[src/rtl/core/cam_generation_trigger_top_macros.svh]
// Assertion macros used by the trigger block's top level.
`ifndef CAM_GENERATION_TRIGGER_TOP_MACROS_SVH
`define CAM_GENERATION_TRIGGER_TOP_MACROS_SVH

// Same-cycle implication, checked out of reset
`define CGT_ASSERT_SAME(lbl, clk, rst_n, ante, cons) \
	lbl: assert property (@(posedge clk) disable iff (!rst_n) (ante) |-> (cons)) \
		else $error("trigger check failed: same-cycle implication");

// Next-cycle implication, checked out of reset
`define CGT_ASSERT_NEXT(lbl, clk, rst_n, ante, cons) \
	lbl: assert property (@(posedge clk) disable iff (!rst_n) (ante) |=> (cons)) \
		else $error("trigger check failed: next-cycle implication");

`endif

[src/rtl/core/cgt_pkg.sv]
// Types, constants and register codes of the awareness message trigger.
package cgt_pkg;

	localparam int NOW_W   = 32;
	localparam int HEAD_W  = 12;
	localparam int POS_W   = 24;
	localparam int SPD_W   = 15;
	localparam int IVL_W   = 16;
	localparam int RND_W   = 17;
	localparam int PTHR_W  = 17;
	localparam int PSQ_W   = 2 * PTHR_W;
	localparam int CFG_IDX_W  = 3;
	localparam int CFG_DATA_W = 17;

	localparam logic [NOW_W-1:0]  LOW_FREQ_PERIOD_MS = 32'd500;
	localparam logic [1:0]        LOW_DYN_LIMIT      = 2'd3;
	localparam logic [HEAD_W-1:0] FULL_CIRCLE        = 12'd3600;

	localparam logic [IVL_W-1:0]  RST_MIN_IVL    = 16'd100;
	localparam logic [IVL_W-1:0]  RST_MAX_IVL    = 16'd1000;
	localparam logic [10:0]       RST_HEAD_THR   = 11'd40;
	localparam logic [PTHR_W-1:0] RST_POS_THR    = 17'd400;
	localparam logic [13:0]       RST_SPD_THR    = 14'd50;
	localparam logic [RND_W-1:0]  RST_RND_IVL    = 17'd100;

	typedef enum logic [CFG_IDX_W-1:0] {
		REG_MIN_IVL   = 3'd0,
		REG_MAX_IVL   = 3'd1,
		REG_HEAD_THR  = 3'd2,
		REG_POS_THR   = 3'd3,
		REG_SPD_THR   = 3'd4,
		REG_RATE_MODE = 3'd5,
		REG_CONG_EN   = 3'd6,
		REG_STARTUP   = 3'd7
	} cfg_reg_t;

	typedef enum logic [1:0] {
		MODE_DYN     = 2'd0,
		MODE_FIXED   = 2'd1,
		MODE_RANDOM  = 2'd2,
		MODE_DYN_ALT = 2'd3
	} rate_mode_t;

	typedef enum logic [1:0] {
		RSN_NONE   = 2'd0,
		RSN_RATE   = 2'd1,
		RSN_DYN    = 2'd2,
		RSN_EXPIRY = 2'd3
	} reason_t;

	typedef struct packed {
		logic [NOW_W-1:0]        now_ms;
		logic [HEAD_W-1:0]       heading_now;
		logic signed [POS_W-1:0] pos_x;
		logic signed [POS_W-1:0] pos_y;
		logic signed [SPD_W-1:0] speed_now;
		logic [IVL_W-1:0]        congestion_interval_ms;
		logic [IVL_W-1:0]        random_extra_ms;
	} item_t;

	typedef struct packed {
		logic [IVL_W-1:0] min_interval_ms;
		logic [IVL_W-1:0] max_interval_ms;
		logic [10:0]      heading_threshold;
		logic [PSQ_W-1:0] position_threshold_sq;
		logic [13:0]      speed_threshold;
		rate_mode_t       rate_mode;
		logic             congestion_enable;
		logic [9:0]       startup_time_ms;
	} cfg_t;

	typedef struct packed {
		logic [NOW_W-1:0]        last_send_time;
		logic [NOW_W-1:0]        last_low_time;
		logic [HEAD_W-1:0]       last_heading;
		logic signed [POS_W-1:0] last_x;
		logic signed [POS_W-1:0] last_y;
		logic signed [SPD_W-1:0] last_speed;
		logic [IVL_W-1:0]        adaptive_interval;
		logic [1:0]              low_dyn_count;
		logic [RND_W-1:0]        next_random_interval;
	} state_t;

	typedef struct packed {
		logic             send_now;
		logic             add_low_freq;
		reason_t          trigger_reason;
		logic [IVL_W-1:0] current_interval_ms;
	} result_t;

endpackage

[src/rtl/core/cgt_decide.sv]
// Per-item send decision and next state of the trigger.
module cgt_decide import cgt_pkg::*; (
	input  item_t   item,
	input  cfg_t    cfg,
	input  state_t  st,
	output state_t  st_next,
	output result_t res
);

	logic [IVL_W-1:0]         cong_lo;
	logic [IVL_W-1:0]         cong_clamp;
	logic [RND_W-1:0]         final_min;
	logic                     rnd_reload;
	logic [NOW_W-1:0]         elapsed;
	logic                     gate;
	logic signed [POS_W:0]    dx;
	logic signed [POS_W:0]    dy;
	logic signed [2*POS_W+1:0] dx_sq;
	logic signed [2*POS_W+1:0] dy_sq;
	logic [2*POS_W+1:0]       dist_sq;
	logic                     pos_chg;
	logic signed [SPD_W:0]    ds;
	logic [SPD_W:0]           ds_abs;
	logic                     spd_chg;
	logic [HEAD_W-1:0]        hd;
	logic [HEAD_W-1:0]        hd_mod;
	logic [HEAD_W-1:0]        h_lim;
	logic                     head_chg;
	logic [IVL_W-1:0]         elapsed_cap;
	logic [1:0]               count_inc;
	logic                     low_due;
	logic                     dyn_mode;
	reason_t                  reason;

	// Minimum interval: congestion clamp, stored random value or configured minimum
	assign cong_lo    = (item.congestion_interval_ms < cfg.min_interval_ms) ?
		cfg.min_interval_ms : item.congestion_interval_ms;
	assign cong_clamp = (cong_lo > cfg.max_interval_ms) ? cfg.max_interval_ms : cong_lo;
	assign rnd_reload = !cfg.congestion_enable && (cfg.rate_mode == MODE_RANDOM);
	assign final_min  = cfg.congestion_enable ? {1'b0, cong_clamp} :
		(cfg.rate_mode == MODE_RANDOM) ? st.next_random_interval :
		{1'b0, cfg.min_interval_ms};

	// Time gate
	assign elapsed = item.now_ms - st.last_send_time;
	assign gate    = (elapsed >= {{(NOW_W-RND_W){1'b0}}, final_min})
		&& (item.now_ms > {{(NOW_W-10){1'b0}}, cfg.startup_time_ms});

	// Squared distance against the squared threshold
	assign dx      = {item.pos_x[POS_W-1], item.pos_x} - {st.last_x[POS_W-1], st.last_x};
	assign dy      = {item.pos_y[POS_W-1], item.pos_y} - {st.last_y[POS_W-1], st.last_y};
	assign dx_sq   = dx * dx;
	assign dy_sq   = dy * dy;
	assign dist_sq = {1'b0, dx_sq[2*POS_W:0]} + {1'b0, dy_sq[2*POS_W:0]};
	assign pos_chg = dist_sq > {{(2*POS_W+2-PSQ_W){1'b0}}, cfg.position_threshold_sq};

	// Speed change magnitude
	assign ds      = {item.speed_now[SPD_W-1], item.speed_now}
		- {st.last_speed[SPD_W-1], st.last_speed};
	assign ds_abs  = ds[SPD_W] ? (~ds + 1'b1) : ds;
	assign spd_chg = ds_abs > {{(SPD_W+1-14){1'b0}}, cfg.speed_threshold};

	// Heading change with wrap round the full circle
	assign hd       = (item.heading_now > st.last_heading) ?
		(item.heading_now - st.last_heading) : (st.last_heading - item.heading_now);
	assign hd_mod   = (hd >= FULL_CIRCLE) ? (hd - FULL_CIRCLE) : hd;
	assign h_lim    = {1'b0, cfg.heading_threshold};
	assign head_chg = !((hd_mod <= h_lim) || (hd_mod >= (FULL_CIRCLE - h_lim)));

	assign elapsed_cap = (elapsed < {{(NOW_W-IVL_W){1'b0}}, cfg.max_interval_ms}) ?
		elapsed[IVL_W-1:0] : cfg.max_interval_ms;
	assign count_inc   = (st.low_dyn_count < LOW_DYN_LIMIT) ?
		(st.low_dyn_count + 2'd1) : st.low_dyn_count;
	assign low_due     = (item.now_ms - st.last_low_time) >= LOW_FREQ_PERIOD_MS;
	assign dyn_mode    = (cfg.rate_mode == MODE_DYN) || (cfg.rate_mode == MODE_DYN_ALT);

	// Decide and update the state
	always_comb begin
		st_next          = st;
		reason           = RSN_NONE;
		res.add_low_freq = 1'b0;
		if (rnd_reload) begin
			st_next.next_random_interval = {1'b0, cfg.min_interval_ms}
				+ {1'b0, item.random_extra_ms};
		end
		if (gate) begin
			if (!dyn_mode) begin
				reason = RSN_RATE;
			end else if (head_chg || pos_chg || spd_chg) begin
				reason                    = RSN_DYN;
				st_next.adaptive_interval = elapsed_cap;
				st_next.low_dyn_count     = 2'd0;
			end else if (elapsed >= {{(NOW_W-IVL_W){1'b0}}, st.adaptive_interval}) begin
				reason                = RSN_EXPIRY;
				st_next.low_dyn_count = count_inc;
				if (count_inc >= LOW_DYN_LIMIT) begin
					st_next.adaptive_interval = cfg.max_interval_ms;
				end
			end
		end
		if (reason != RSN_NONE) begin
			st_next.last_x         = item.pos_x;
			st_next.last_y         = item.pos_y;
			st_next.last_speed     = item.speed_now;
			st_next.last_heading   = item.heading_now;
			st_next.last_send_time = item.now_ms;
			if (low_due) begin
				res.add_low_freq      = 1'b1;
				st_next.last_low_time = item.now_ms;
			end
		end
		res.send_now            = (reason != RSN_NONE);
		res.trigger_reason      = reason;
		res.current_interval_ms = st_next.adaptive_interval;
	end

endmodule

[src/rtl/core/cam_generation_trigger_top.sv]
// Top level of the awareness message trigger: registers, handshakes and state.
//
//   channel  | direction | handshake          | payload
//   ---------+-----------+--------------------+--------------------------------
//   s_       | in        | s_tvalid/s_tready  | s_tdata, one tick per item
//   m_       | out       | m_tvalid/m_tready  | m_tdata, one decision per item
//   cfg_     | in        | cfg_we             | cfg_index, cfg_wdata
//
// One item per clock sustained while m_tready holds; an item passes the input stage and the output register to m_.
// The critical path is the two 25x25 squares, their sum and compare, through
// to the state registers; state is updated as each item moves to the output.
// Reset clears control and loads the documented state and register values.
// A stalled output holds its item; one further item waits in the input stage.
`include "cam_generation_trigger_top_macros.svh"

module cam_generation_trigger_top import cgt_pkg::*; (
	input  logic                  clk,
	input  logic                  arst_n,
	input  logic                  s_tvalid,
	output logic                  s_tready,
	// now_ms[31:0], heading_now[43:32], pos_x[67:44], pos_y[91:68],
	// speed_now[106:92], congestion_interval_ms[122:107], random_extra_ms[138:123]
	input  logic [143:0]          s_tdata,
	output logic                  m_tvalid,
	input  logic                  m_tready,
	// send_now[0], add_low_freq[1], trigger_reason[3:2], current_interval_ms[19:4]
	output logic [23:0]           m_tdata,
	input  logic                  cfg_we,
	input  logic [CFG_IDX_W-1:0]  cfg_index,
	input  logic [CFG_DATA_W-1:0] cfg_wdata
);

	cfg_t    cfg_q;
	state_t  st_q;
	state_t  st_next;
	item_t   item_s1;
	item_t   item_in;
	result_t res;
	result_t res_q;
	logic    valid_s1;
	logic    out_valid_q;
	logic    advance;
	logic    s_accept;

	// Unpack the input item
	assign item_in.now_ms                 = s_tdata[31:0];
	assign item_in.heading_now            = s_tdata[43:32];
	assign item_in.pos_x                  = s_tdata[67:44];
	assign item_in.pos_y                  = s_tdata[91:68];
	assign item_in.speed_now              = s_tdata[106:92];
	assign item_in.congestion_interval_ms = s_tdata[122:107];
	assign item_in.random_extra_ms        = s_tdata[138:123];

	assign advance  = valid_s1 && (!out_valid_q || m_tready);
	assign s_tready = !valid_s1 || advance;
	assign s_accept = s_tvalid && s_tready;

	// Configuration registers; the position threshold is kept squared
	always_ff @(posedge clk or negedge arst_n) begin
		if (!arst_n) begin
			cfg_q.min_interval_ms       <= RST_MIN_IVL;
			cfg_q.max_interval_ms       <= RST_MAX_IVL;
			cfg_q.heading_threshold     <= RST_HEAD_THR;
			cfg_q.position_threshold_sq <= {{PTHR_W{1'b0}}, RST_POS_THR}
				* {{PTHR_W{1'b0}}, RST_POS_THR};
			cfg_q.speed_threshold       <= RST_SPD_THR;
			cfg_q.rate_mode             <= MODE_DYN;
			cfg_q.congestion_enable     <= 1'b0;
			cfg_q.startup_time_ms       <= 10'd0;
		end else if (cfg_we) begin
			case (cfg_reg_t'(cfg_index))
				REG_MIN_IVL:   cfg_q.min_interval_ms <= cfg_wdata[IVL_W-1:0];
				REG_MAX_IVL:   cfg_q.max_interval_ms <= cfg_wdata[IVL_W-1:0];
				REG_HEAD_THR:  cfg_q.heading_threshold <= cfg_wdata[10:0];
				REG_POS_THR:   cfg_q.position_threshold_sq <=
					{{PTHR_W{1'b0}}, cfg_wdata[PTHR_W-1:0]}
					* {{PTHR_W{1'b0}}, cfg_wdata[PTHR_W-1:0]};
				REG_SPD_THR:   cfg_q.speed_threshold <= cfg_wdata[13:0];
				REG_RATE_MODE: cfg_q.rate_mode <= rate_mode_t'(cfg_wdata[1:0]);
				REG_CONG_EN:   cfg_q.congestion_enable <= cfg_wdata[0];
				REG_STARTUP:   cfg_q.startup_time_ms <= cfg_wdata[9:0];
				default: begin
				end
			endcase
		end
	end

	// Input stage
	always_ff @(posedge clk or negedge arst_n) begin
		if (!arst_n) begin
			valid_s1 <= 1'b0;
		end else if (s_accept) begin
			valid_s1 <= 1'b1;
		end else if (advance) begin
			valid_s1 <= 1'b0;
		end
	end

	always_ff @(posedge clk) begin
		if (s_accept) begin
			item_s1 <= item_in;
		end
	end

	cgt_decide u_decide (
		.item    (item_s1),
		.cfg     (cfg_q),
		.st      (st_q),
		.st_next (st_next),
		.res     (res)
	);

	// Tracking state, advanced once per item
	always_ff @(posedge clk or negedge arst_n) begin
		if (!arst_n) begin
			st_q.last_send_time       <= '0;
			st_q.last_low_time        <= '0 - LOW_FREQ_PERIOD_MS;
			st_q.last_heading         <= '0;
			st_q.last_x               <= '0;
			st_q.last_y               <= '0;
			st_q.last_speed           <= '0;
			st_q.adaptive_interval    <= RST_MAX_IVL;
			st_q.low_dyn_count        <= 2'd0;
			st_q.next_random_interval <= RST_RND_IVL;
		end else if (advance) begin
			st_q <= st_next;
		end
	end

	// Output register
	always_ff @(posedge clk or negedge arst_n) begin
		if (!arst_n) begin
			out_valid_q <= 1'b0;
		end else if (advance) begin
			out_valid_q <= 1'b1;
		end else if (m_tready) begin
			out_valid_q <= 1'b0;
		end
	end

	always_ff @(posedge clk) begin
		if (advance) begin
			res_q <= res;
		end
	end

	assign m_tvalid = out_valid_q;
	assign m_tdata  = {4'b0, res_q.current_interval_ms, res_q.trigger_reason,
		res_q.add_low_freq, res_q.send_now};

	// Checks
	`CGT_ASSERT_SAME(a_send_matches_reason, clk, arst_n, out_valid_q, res_q.send_now == (res_q.trigger_reason != RSN_NONE))
	`CGT_ASSERT_SAME(a_low_needs_send, clk, arst_n, out_valid_q && res_q.add_low_freq, res_q.send_now)
	`CGT_ASSERT_NEXT(a_send_stamps_time, clk, arst_n, advance && res.send_now, st_q.last_send_time == $past(item_s1.now_ms))
	`CGT_ASSERT_NEXT(a_low_dyn_to_max, clk, arst_n, advance && (res.trigger_reason == RSN_EXPIRY) && (st_next.low_dyn_count == LOW_DYN_LIMIT), st_q.adaptive_interval == $past(cfg_q.max_interval_ms))

endmodule
[config.mk]
export PLATFORM = sky130hd
export DESIGN_NAME = cam_generation_trigger_top
export DESIGN_NICKNAME = d
export VERILOG_FILES = /design/src/rtl/core/cgt_pkg.sv /design/src/rtl/core/cgt_decide.sv /design/src/rtl/core/cam_generation_trigger_top.sv
export VERILOG_INCLUDE_DIRS = /design/src /design/src/rtl/core
export SDC_FILE = /design/constraint.sdc
export NUM_CORES = 2
export LEC_CHECK = 0
export BUFFER_PORTS_ARGS = -buffer_cell sky130_fd_sc_hd__buf_2
export CAP_MARGIN = 20
export CORE_UTILIZATION = 29
export DETAILED_ROUTE_END_ITERATION = 7
export PLACE_DENSITY = 0.46
export SYNTH_ARGS = -nofsm -noshare
export SYNTH_HDL_FRONTEND = slang
export SYNTH_SLANG_ARGS = --single-unit
[constraint.sdc]
create_clock -name clk -period 37.1 [get_ports clk]
set_clock_uncertainty 0.15 [all_clocks]
set_input_delay 1.855 -clock clk [delete_from_list [all_inputs] [get_ports clk]]
set_output_delay 1.855 -clock clk [all_outputs]
set_load 0.03 [all_outputs]
## Yosys cells after proc, flatten, opt, wreduce, memory -nomap -nowiden

Cells that the tools add are included.

| word-level totals | value |
|---|---|
| input port bits | 169 |
| output and inout port bits | 26 |
| register bits after elaboration | 439 |

| cells by class | value |
|---|---|
| bitwise gates (word level) | 1 |
| $add $sub $neg | 13 |
| order comparisons | 15 |
| multiply operators | 3 |
| reduce and logical (&&, ||, !) cells | 32 |
| eq/ne operators | 9 |
| mux-type cells | 23 |

Operator list:

| kind | number |
|---|---|
| $mul 25x25->49 | 2 |
| $mux 16 | 5 |
| $mux 18 | 4 |
| $sub 32x32->32 | 2 |
| $add 49x49->50 | 1 |
| $gt 50x34->1 | 1 |
| $sub 24x24->25 | 2 |
| $mul 17x17->34 | 1 |
| $mux 17 | 2 |
| $ge 32x16->1 | 1 |
| $ge 32x17->1 | 1 |
| $ge 32x9->1 const B | 1 |
| $gt 32x10->1 | 1 |
| $lt 32x16->1 | 1 |
| $mux 12 | 2 |
| $sub 12x12->12 | 2 |
| $reduce_and 2->1 | 10 |
| $add 16x16->17 | 1 |
| $add 16x1->16 const B | 1 |
| $gt 16x14->1 | 1 |
| $gt 16x16->1 | 1 |
| $lt 16x16->1 | 1 |
| $not 16->16 | 1 |
| $sub 15x15->16 | 1 |
| other kinds (23) | 50 |

## Longest topological paths before layout

| logic depth | value |
|---|---|
| depth after elaboration | 14 |
| depth in mapped cells | 64 |
| depth with buffers taken out | 60 |

## Hierarchy

A second synthesis with hierarchy kept.

| second synthesis, totals | value |
|---|---|
| cells, all modules | 8474 |
| area total of the unflattened synthesis | 81559.5 µm² |

Modules (own cells, without submodules):

| module | cells each | area each (µm²) | seq. area each (µm²) | times used |
|---|---|---|---|---|
| cgt_decide | 6670 | 57770.4 | 0.0 | 1 |
| cam_generation_trigger_top | 1804 | 23789.1 | 11822.6 | 1 |

## Least setup slack after synthesis

No wires, ideal clock.

| timing path | value |
|---|---|
| kind | register -> register |
| from | register item_s1[47] in the netlist's numbering |
| to | register res_q (netlist bit m_tdata[10]) (data pin) |
| library setup time | 0.258 ns |
| period minus slack after synthesis | 14.018 ns |
| path buffers | 4 |
| data arrival time | 13.610 ns |
| cell stages (with the launch flop) | 60 |
| setup slack | 23.082 ns |
| path through | edfxtp_1 -> inv_1 -> ha_1 -> inv_1 -> fa_1 -> a21o_1 -> a21oi_1 -> nor2b_1 -> o21ai_0 -> a211oi_1 -> o41ai_1 -> o211ai_1 -> a41oi_1 -> o21bai_1 -> a21oi_1 -> nand2b_1 -> a31o_2 -> clkbuf_1 -> (+24 left out) -> or4_1 -> nand4_1 -> ha_1 -> clkbuf_1 -> a21oi_1 -> o21ai_0 -> a41o_1 -> a31o_2 -> xnor2_1 -> and2_1 -> mux2i_1 -> a311o_1 -> or3_1 -> or4b_4 -> o31ai_1 -> nand3_2 -> buf_4 -> o221a_2 |

RTL lines:

| what | RTL line | RTL |
|---|---|---|
| from (decl) | cam_generation_trigger_top.sv:36 | `item_t item_s1;` |
| from (signal assigned) | cam_generation_trigger_top.sv:101 | `item_s1 <= item_in;` |
| to (signal assigned) | cam_generation_trigger_top.sv:143 | `res_q <= res;` |
| to (decl) | cam_generation_trigger_top.sv:39 | `result_t res_q;` |

## Final worst setup path

| timing path | value |
|---|---|
| from | register item_s1[72] in the netlist's numbering |
| to | register st_q[80] in the netlist's numbering |

| between the ends | value |
|---|---|
| cells in the longest elaborated chain, start to end | 11 |

Ends and longest elaborated chain:

| what | RTL line | RTL |
|---|---|---|
| $sub 24x24->25 | cgt_decide.sv:50 | `assign dx = {item.pos_x[POS_W-1], item.pos_x} - {st.last_x[POS_W-1], st.last_x};` |
| $mul 25x25->49 | cgt_decide.sv:52 | `assign dx_sq = dx * dx;` |
| $add 49x49->50 | cgt_decide.sv:54 | `assign dist_sq = {1'b0, dx_sq[2*POS_W:0]} + {1'b0, dy_sq[2*POS_W:0]};` |
| $gt 50x34->1 | cgt_decide.sv:55 | `assign pos_chg = dist_sq > {{(2*POS_W+2-PSQ_W){1'b0}}, cfg.position_threshold_sq};` |
| $logic_or 1x1->1 (2 in a row) | cgt_decide.sv:89 | `end else if (head_chg \|\| pos_chg \|\| spd_chg) begin` |
| $mux 2 | cgt_decide.sv:89 |  |
| $mux 2 | cgt_decide.sv:87 | `if (!dyn_mode) begin` |
| $mux 2 | cgt_decide.sv:86 | `if (gate) begin` |
| $reduce_bool 2->1 | cgt_decide.sv:101 | `if (reason != RSN_NONE) begin` |
| $reduce_and 2->1 (no source line) | -- |  |
| to (signal assigned) | cam_generation_trigger_top.sv:126 | `st_q <= st_next;` |
| to (decl) | cam_generation_trigger_top.sv:34 | `state_t st_q;` |

No other way between the ends.
A chain may end at the register's enable or synchronous reset.

==> summary.txt <==
Clock tree
  – Number of clock buffers inserted by TritonCTS: 57
  – CTS tree: yes
  – Post_cts resized: 0
  – Hold buffers post-CTS: 0
  – Clock Sinks: about 440
  – Buffer cell driving the clock tree root: sky130_fd_sc_hd__clkbuf_16
  – H-tree depth: 2
  – Clk slew on worst S/H paths: around 0.06 ns
  – Setup repair bufs after CTS: 0
  – Clock latency reported for the late side of the worst-skew pair: between 0.7 and 0.8 ns
  – Maximum count of clock buffers along a single path: 3

Global route
  – Met2 usage in global routing: around 30%
  – Met3 Use GR: approximately 1.9%
  – Total global-route track usage: between 10% and 20%
  – GRT met1 Usage: between 20% and 30%
  – Global routing's busiest layer: met2
  – Maximum number of pins on one net before global-route repair: 70
  – Vias in the first global route: roughly 63,000
  – Number of antenna violations at the first check in global routing: 24
  – Global-route congestion overflow total: 0
  – Wire length of the first global-routing pass: 368,000 um

Floorplan
  – Vert. Die Dim: between 500 and 600 um
  – Effective utilization at floorplan: slightly below 30%
  – Area of the die: 0.276 mm^2
  – Core ar.: between 0.2 and 0.3 mm^2
  – Core Rows: about 190
  – Chip Width: 525 um
  – Ports placed on the boundary: just under 200

Synthesis
  – Asr flop ratio synth: 63.7%
  – Netlist Area Pre-Place: around 0.08 mm^2
  – Post-synth EDFFs: between 150 and 200
  – Proportion of synthesized chip area in sequential cells: 14.9%
  – Top cells by area, synth: sky130_fd_sc_hd__fa_1 35%, sky130_fd_sc_hd__ha_1 12%, sky130_fd_sc_hd__inv_1 9.1%
  – Proportion of netlist area held by the largest area contributor: 35.4%
  – Register bit count reported by yosys: roughly 440
  – Syn Inst Count: between 8,000 and 9,000
  – Synth area leader: sky130_fd_sc_hd__fa_1
  – Commonest cells in the synthesized netlist: 1,922 x sky130_fd_sc_hd__inv_1, 1,403 x sky130_fd_sc_hd__fa_1, 760 x sky130_fd_sc_hd__ha_1, 733 x sky130_fd_sc_hd__nand2_1, 585 x sky130_fd_sc_hd__nor2_1
  – Netlist cell types: 97
  – Main synth FF type: sky130_fd_sc_hd__dfrtp_1
  – Average cell area after synthesis: around 9.4 um^2
  – Most instantiated library cell after synthesis: sky130_fd_sc_hd__inv_1
  – Yosys warns: 0

Timing
  – Final hold vios: 0
  – RSZ-0062 raised after global routing: false
  – Period Utilization, post-route: 50.4%
  – Least-Margin Pin Slew: approximately 1.1 ns
  – Clock period minus final worst setup slack: 18.70 ns
  – Peak Freq: 53.5 MHz
  – Max-slew violations: 0
  – Final Setup Violations: 0
  – Sum of negative setup slack: 0 ns
  – Slew HR: 25.4%

Job
  – Number of maximum-capacitance constraint violations: 0

Critical path
  – Setup slack, reg-to-reg: 18.40 ns
  – Slowest stage cell, crit path: sky130_fd_sc_hd__o41ai_1
  – Number of cells on the worst reg-to-reg path: 56
  – Required time of the critical path: 37.56 ns
  – Origin of the critical flop-to-flop path: item_s1[72]$_DFFE_PP_
  – Worst path most repeated cell: sky130_fd_sc_hd__fa_1
  – Maximum fanout along the worst path: between 40 and 50
  – Endpoint of the lowest-slack register-to-register path: st_q[80]$_DFFE_PN0P_
  – CP Data Arrival Time: ~19 ns
  – Crit path kind: flip-flop to flip-flop
  – Longest individual stage delay on the worst path: 0.81 ns
  – Category of the worst setup path capture point: flip-flop
  – Startpoint Class: flip-flop

Cells and area
  – Final non-filler cell total: 12,200
  – Share of cells above drive strength 1: ~8%
  – Area growth, synth to finish: 9.15%
  – Utilization of the core after routing: a little under a third
  – Filler cell count in the final layout: about 28,000
  – Layout Nets: roughly 11,000

Routing
  – Number of vias per cell after detailed routing: between 4 and 5
  – Final Routed Wirelength: between 200,000 and 250,000 um
  – Number of remaining DRC errors: 0
  – Number of DRC violations after detailed-routing iteration 0: approximately 3,000
  – Detailed-route via count: between 50,000 and 60,000
  – ANT nets after route: 0
  – Wire per inst: between 15 and 20 um
  – Number of iterations in the first detailed-routing pass: 6

Worst hold path
  – Hold Crit Endpoint: cfg_q[35]$_DFFE_PN1P_
  – Hold crit path type: flip-flop to flip-flop
  – Cell count of the worst hold path: 2
  – Startpoint of the most critical hold path: cfg_q[35]$_DFFE_PN1P_

Outcome
  – Result of the run: finished, final reports clean

Placement
  – Half-perimeter wire length of the detailed placement result: roughly 190,000 um
  – I/O Buffers: between 150 and 200
  – GPL Wtd Cong: 0.864
  – Placed instance count: between 10,000 and 15,000
[worst max-delay path, delay by kind of cell (launching register included)]
family	cells	cell delay, ns
adder cells (fa/ha/maj)	11	4.94
buffers and inverters	8	2.24
AO/OA/AOI/OAI	23	6.73
AND/OR/NAND/NOR	10	2.63
multiplexers	1	0.44
XOR/XNOR	3	0.80
flip-flops	1	0.46
[cells by family (layout without fill, tap and decap cells)]
| group | count (synthesis) | after routing | share of synthesized area, % |
|---|---|---|---|
| buffers and inverters | 2188 | 2334 | 10.4 |
| adder cells (fa/ha/maj) | 2163 | 2163 | 47.4 |
| AND/OR/NAND/NOR | 1915 | 1915 | 10.9 |
| AO/OA/AOI/OAI | 1222 | 1222 | 10.1 |
| flip-flops | 438 | 438 | 14.9 |
| XOR/XNOR | 319 | 319 | 3.52 |
| multiplexers | 197 | 197 | 2.74 |
| other | 1 | 10 | 0.00473 |
[flip-flops by register name (all words and copies together) (netlist names)]
signal,cells
cfg_q,103
item_s1,139
m_tdata,20
m_tvalid,1
st_q,174
valid_s1,1
[final cells by class]
class | count | area (um^2) | share of cell area, %
clock inverter | 34 | 442 | 0.510
timing repair buffer | 283 | 1670 | 1.93
multi-input combinational | 5820 | 59300 | 68.5
inverter | 1943 | 7290 | 8.42
antenna | 6 | 15.0 | 0.0173
clock buffer | 74 | 1560 | 1.80
tap | 3570 | 4470 | 5.16
sequential | 438 | 11800 | 13.7
[metrics by stage]
stage	hold slack [ns]	worst slack [ns]	instance area, um^2
after floorplan	0.299	23.08	79400
after global placement	0.318	18.43	84600
after detailed placement	0.319	18.39	84600
after CTS	0.327	18.33	86600
after global routing	0.344	17.33	86600
final	0.328	18.40	86600
[worst max-delay path by stage]
| stage | start | to | slack (ns) | cells after the start |
|---|---|---|---|---|
| 6_report | item_s1[72]$_DFFE_PP_ | st_q[80]$_DFFE_PN0P_ | 18.40 | 56 |
| 5_1_grt | item_s1[72]$_DFFE_PP_ | st_q[86]$_DFFE_PN0P_ | 17.33 | 58 |
| 4_1_cts | item_s1[72]$_DFFE_PP_ | st_q[80]$_DFFE_PN0P_ | 18.33 | 56 |
| 3_5_place_dp | item_s1[72]$_DFFE_PP_ | st_q[80]$_DFFE_PN0P_ | 18.39 | 56 |
| 3_3_place_gp | item_s1[72]$_DFFE_PP_ | st_q[85]$_DFFE_PN0P_ | 18.43 | 56 |
| 2_1_floorplan | item_s1[47]$_DFFE_PP_ | m_tdata[10]$_DFFE_PP_ | 23.08 | 59 |
[placed cells by master (no fill, tap or decap), drive strengths merged, types with 101 or more instances in the layout]
cell type / instances
a21o: 166
a21oi: 300
and2: 106
buf: 283
dfrtp: 226
edfxtp: 159
fa: 1403
ha: 760
inv: 1934
mux2: 162
nand2: 733
nor2: 586
o21ai: 293
xnor2: 218
xor2: 101
[layer usage]
metal / share of wire, % / wire [um]
met1: 44 / 101000
met2: 49 / 113000
met3: 4.1 / 9320
met4: 2.7 / 6170
met5: 0.021 / 49
Power is not shown: default switching activity piles up to over one toggle a cycle in this logic, so the estimate is an artifact.
